--- src/design/maze_dfs_explorer_top_macros.svh ---
// Assertion macros for the maze explorer top level.
// Expects clk and arst_n in the scope of each use.
`ifndef MAZE_DFS_EXPLORER_TOP_MACROS_SVH
`define MAZE_DFS_EXPLORER_TOP_MACROS_SVH

`define MDE_ASSERT_HOLDS(lbl, expr, msg) \
	lbl: assert property (@(posedge clk) disable iff (!arst_n) (expr)) else $error(msg);

`define MDE_ASSERT_NEXT(lbl, ante, cons, msg) \
	lbl: assert property (@(posedge clk) disable iff (!arst_n) (ante) |=> (cons)) \
		else $error(msg);

`endif

--- src/design/mde_ram.sv ---
// Generic single-write, single-read RAM with registered read data.
// No dependencies.
`timescale 1ns / 1ps
`default_nettype none

module mde_ram #(
	parameter int WIDTH = 8,
	parameter int DEPTH = 256
) (
	input  wire logic                     clk,
	input  wire logic                     we,
	input  wire logic [$clog2(DEPTH)-1:0] waddr,
	input  wire logic [WIDTH-1:0]         wdata,
	input  wire logic [$clog2(DEPTH)-1:0] raddr,
	output logic      [WIDTH-1:0]         rdata
);

	logic [WIDTH-1:0] mem [DEPTH];

	always_ff @(posedge clk) begin
		if (we) begin
			mem[waddr] <= wdata;
		end
		rdata <= mem[raddr];
	end

endmodule

`default_nettype wire

--- config.mk ---
export PLATFORM = sky130hd
export DESIGN_NAME = mde_ram
export DESIGN_NICKNAME = d
export VERILOG_FILES = /design/src/design/maze_dfs_explorer_top_macros.svh /design/src/design/mde_ram.sv
export SDC_FILE = /design/constraint.sdc
export NUM_CORES = 2
export LEC_CHECK = 0
export CORE_ASPECT_RATIO = 1.2
export CORE_MARGIN = 2
export CORE_UTILIZATION = 25
export CTS_CLUSTER_DIAMETER = 80
export DETAILED_ROUTE_END_ITERATION = 12
export DONT_BUFFER_PORTS = 1
export HOLD_SLACK_MARGIN = 0.05
export PLACE_DENSITY = 0.51
export SYNTH_ARGS = -nofsm -noshare
export SYNTH_HDL_FRONTEND = slang
export SYNTH_SLANG_ARGS = --single-unit
--- constraint.sdc ---
create_clock -name clk -period 1.95 [get_ports clk]
set_input_delay 0.195 -clock clk [delete_from_list [all_inputs] [get_ports clk]]
set_output_delay 0.195 -clock clk [all_outputs]
set_load 0.005 [all_outputs]
==> metrics <==
status=finished, violations left; violations in the final reports=negative hold slack, negative setup slack; Synth area leaders=edfxtp_1, mux4_2, mux2i_1; HPWL after DPL=around 120000 um; proportion of layout cells with a drive suffix above 1=31.5%; most frequent cell after synthesis=edfxtp_1; Overflow after GRT=0; number of remaining DRC errors=0; Async SR Flop Fraction=0%; worst-path maximum fanout=1; Final Hold Vio Count=around 1000; slowest CP cell=mux4_2; top_reg_cell synth=edfxtp_1; final clock skew=0.0315 ns; min-delay worst type=in2reg; Die Span Y=between 600 and 700 um; Cell variety after synth=55; number of register bits inferred by synthesis=2056; H-tree lvl count=4; worst setup slack after layout=-0.292 ns; cell area after layout=95200 um^2; pin count of the biggest net entering global routing=579; P per Cell Area=about 950 nW/um^2; final-report setup violation count=8; TritonCTS clock tree=done; GRT Util Overall=between 10% and 20%; slowest stage delay, CP=0.50 ns; synth-to-layout area growth=19.6%; final weighted congestion of routability-driven global placement=about 0.79; number of buffers added by the clock tree synthesis step=just over 200; routed length on met3=around 11000 um; 1st-pass router iterations=5; Setup Crit Path Kind=reg2reg; vias in the first global route=between 40000 and 50000; total placed instance area=~88000 um^2; number of enable-type register cells in the synthesized netlist=2048; area of the core=around 320000 um^2; die area=323000 um^2; share of the clock period used by the worst path after layout=115%; net count after synthesis=between 3000 and 4000; share of synthesized area occupied by flip-flops and latches=about 78%; antenna violations before repair=11; static leakage=between 0.02 and 0.03 uW; WP data required=approximately 2.7 ns; core occupancy in the finished layout=between 30% and 40%; cell-by-cell listing of the critical path=mux4_2 -> a22o_1 -> a221oi_2 -> buf_4 -> o221ai_4 -> a211oi_4 -> buf_6 -> nor4_4; floorplan row count=approximately 230; pre-CTS worst setup slack=-1.93 ns; horizontal die dimension=between 500 and 600 um; upper clock frequency limit=approximately 0.45 GHz; number of warnings printed during yosys synthesis=0; worst slack on hold paths=-0.547 ns; final-stage net count=~4300; Max transition margin=between 15 and 20%; endpoint class of the critical path=register; fraction of synthesized cell area taken by the top area cell type=slightly below 80%; max layer used=met5; via count=around 39000; max-cap viol count=0; detailed route wirelength on metal2=114000 um; Syn Inst Count=between 3000 and 4000; detailed-route wire length per cell=around 25 um; RSZ-0062 raised after global routing=true; crit path DAT=slightly below 3 ns; most instantiated cells after synthesis=edfxtp_1, mux4_2, nor2_1; category of the worst setup path launch point=register; wire length of the first global-routing pass=306000 um; clock buffer depth=4; starting DRC count in detailed routing=about 3300; maximum vdd drop=~660 uV; overall power after layout=between 80000 and 90000 uW; slack of the worst reg-to-reg path=-0.29 ns; slew at the pin with the worst max-slew slack=1.21 ns; Clk Latency, worst-skew pair=0.85 ns; routed via count divided by cell count=about 4.6; Starting Density=about a quarter; clock root buffer=clkbuf_16; Detail Route Antenna Nets=0; aggregate routed wire length=~220000 um; Post-Syn Area per Cell=approximately 21 um^2; # port buffers=0; most area-hungry cell type in the Yosys netlist=edfxtp_1; final max-slew violation count=0; boundary pin count=34; min Tclk post-route=around 2.2 ns; number of sinks on the clock net=2056; accumulated negative setup slack=-1.49 ns; Clock transition at path regs=0.06 ns; netlist area before placement=between 70000 and 80000 um^2; routed metal-1 wirelength=~88000 um
-- metrics by stage --
step                instances  hold WS (ns)
finish                   8625        -0.547
global route             8620        -0.580
CTS                      8601        -0.612
detailed placement       8237         0.310
global placement         8237         0.310
floorplan                3733         0.294
-- where the power goes --
part | total [uW] | internal (uW) | switching [uW]
Clock | 37100 | 20700 | 16400
Sequential | 48900 | 48700 | 135
Combinational | 3970 | 1860 | 2120
-- worst max-delay path, delay by kind of cell (launching register included) --
kind | cells | cell delay (ns)
AOI/OAI and AO/OA | 4 | 0.92
muxes | 1 | 0.50
DFF | 1 | 0.36
buffers and inverters | 2 | 0.33
and+or+nand+nor | 1 | 0.03
-- area by class of cell --
cell class / count / area (um^2)
Tap cell: 4218 / 5280
Clock inverter: 98 / 801
Clock buffer: 252 / 5280
Antenna cell: 6 / 15.0
Sequential cell: 2056 / 61700
Timing Repair Buffer: 551 / 4920
Inverter: 2 / 7.51
Multi-Input combinational cell: 1442 / 17200
Fill cell: 30800 / 221000
-- layer usage --
metal | GRT usage [%] | up-vias
met5 | 0 | -
met1 | 16.2 | 21200
met3 | 1.85 | 331
met2 | 23.2 | 1100
li1 | - | 16700
met4 | 3.58 | 6
-- state kept, by name, summed over array words and instances, names as in the netlist --
name	flops
rdata	8
mem	2048
-- layout by cell type, fill, tap and decap left out, drive strengths merged, types with 22 or more instances in the layout --
| cell type | netlist | layout |
|---|---|---|
| edfxtp | 2048 | 2048 |
| buf | 122 | 525 |
| mux4 | 456 | 456 |
| nor2 | 282 | 282 |
| clkbuf | 111 | 260 |
| mux2i | 134 | 134 |
| a22oi | 133 | 133 |
| a21oi | 96 | 96 |
| clkinv | 1 | 81 |
| o221ai | 47 | 47 |
| nand3 | 34 | 34 |
| nand2 | 33 | 33 |
| nor2b | 31 | 31 |
| o22ai | 28 | 28 |
| nor4 | 27 | 27 |
| nor3 | 22 | 22 |
-- kinds of logic after synthesis --
logic type             share of synthesized area [%]
buffers and inverters                           1.83
AND/OR/NAND/NOR                                 2.63
flip-flops                                      77.5
AO/OA/AOI/OAI                                   3.42
multiplexers                                    14.6
-- path summary, 6_finish.rpt --
check	start	endpoint	cells past startpoint
min	wdata[3]	mem[207][3]$_DFFE_PP_	0
max reg2reg	mem[27][3]$_DFFE_PP_	rdata[3]$_DFF_P_	8
min reg2reg	mem[40][3]$_DFFE_PP_	rdata[3]$_DFF_P_	7
max	mem[27][3]$_DFFE_PP_	rdata[3]$_DFF_P_	8
-- repair_timing --
item / CTS / global route
hold buffers: 19 / 3
endpoints found under the setup margin: 8 / 365
resized for setup: 64 / 71
cloned: 0 / 10
endpoints found under the hold margin: 3053 / 1939
buffers inserted: 0 / 0
pin swaps: 22 / 23
Power figures use the tool's default switching activity.
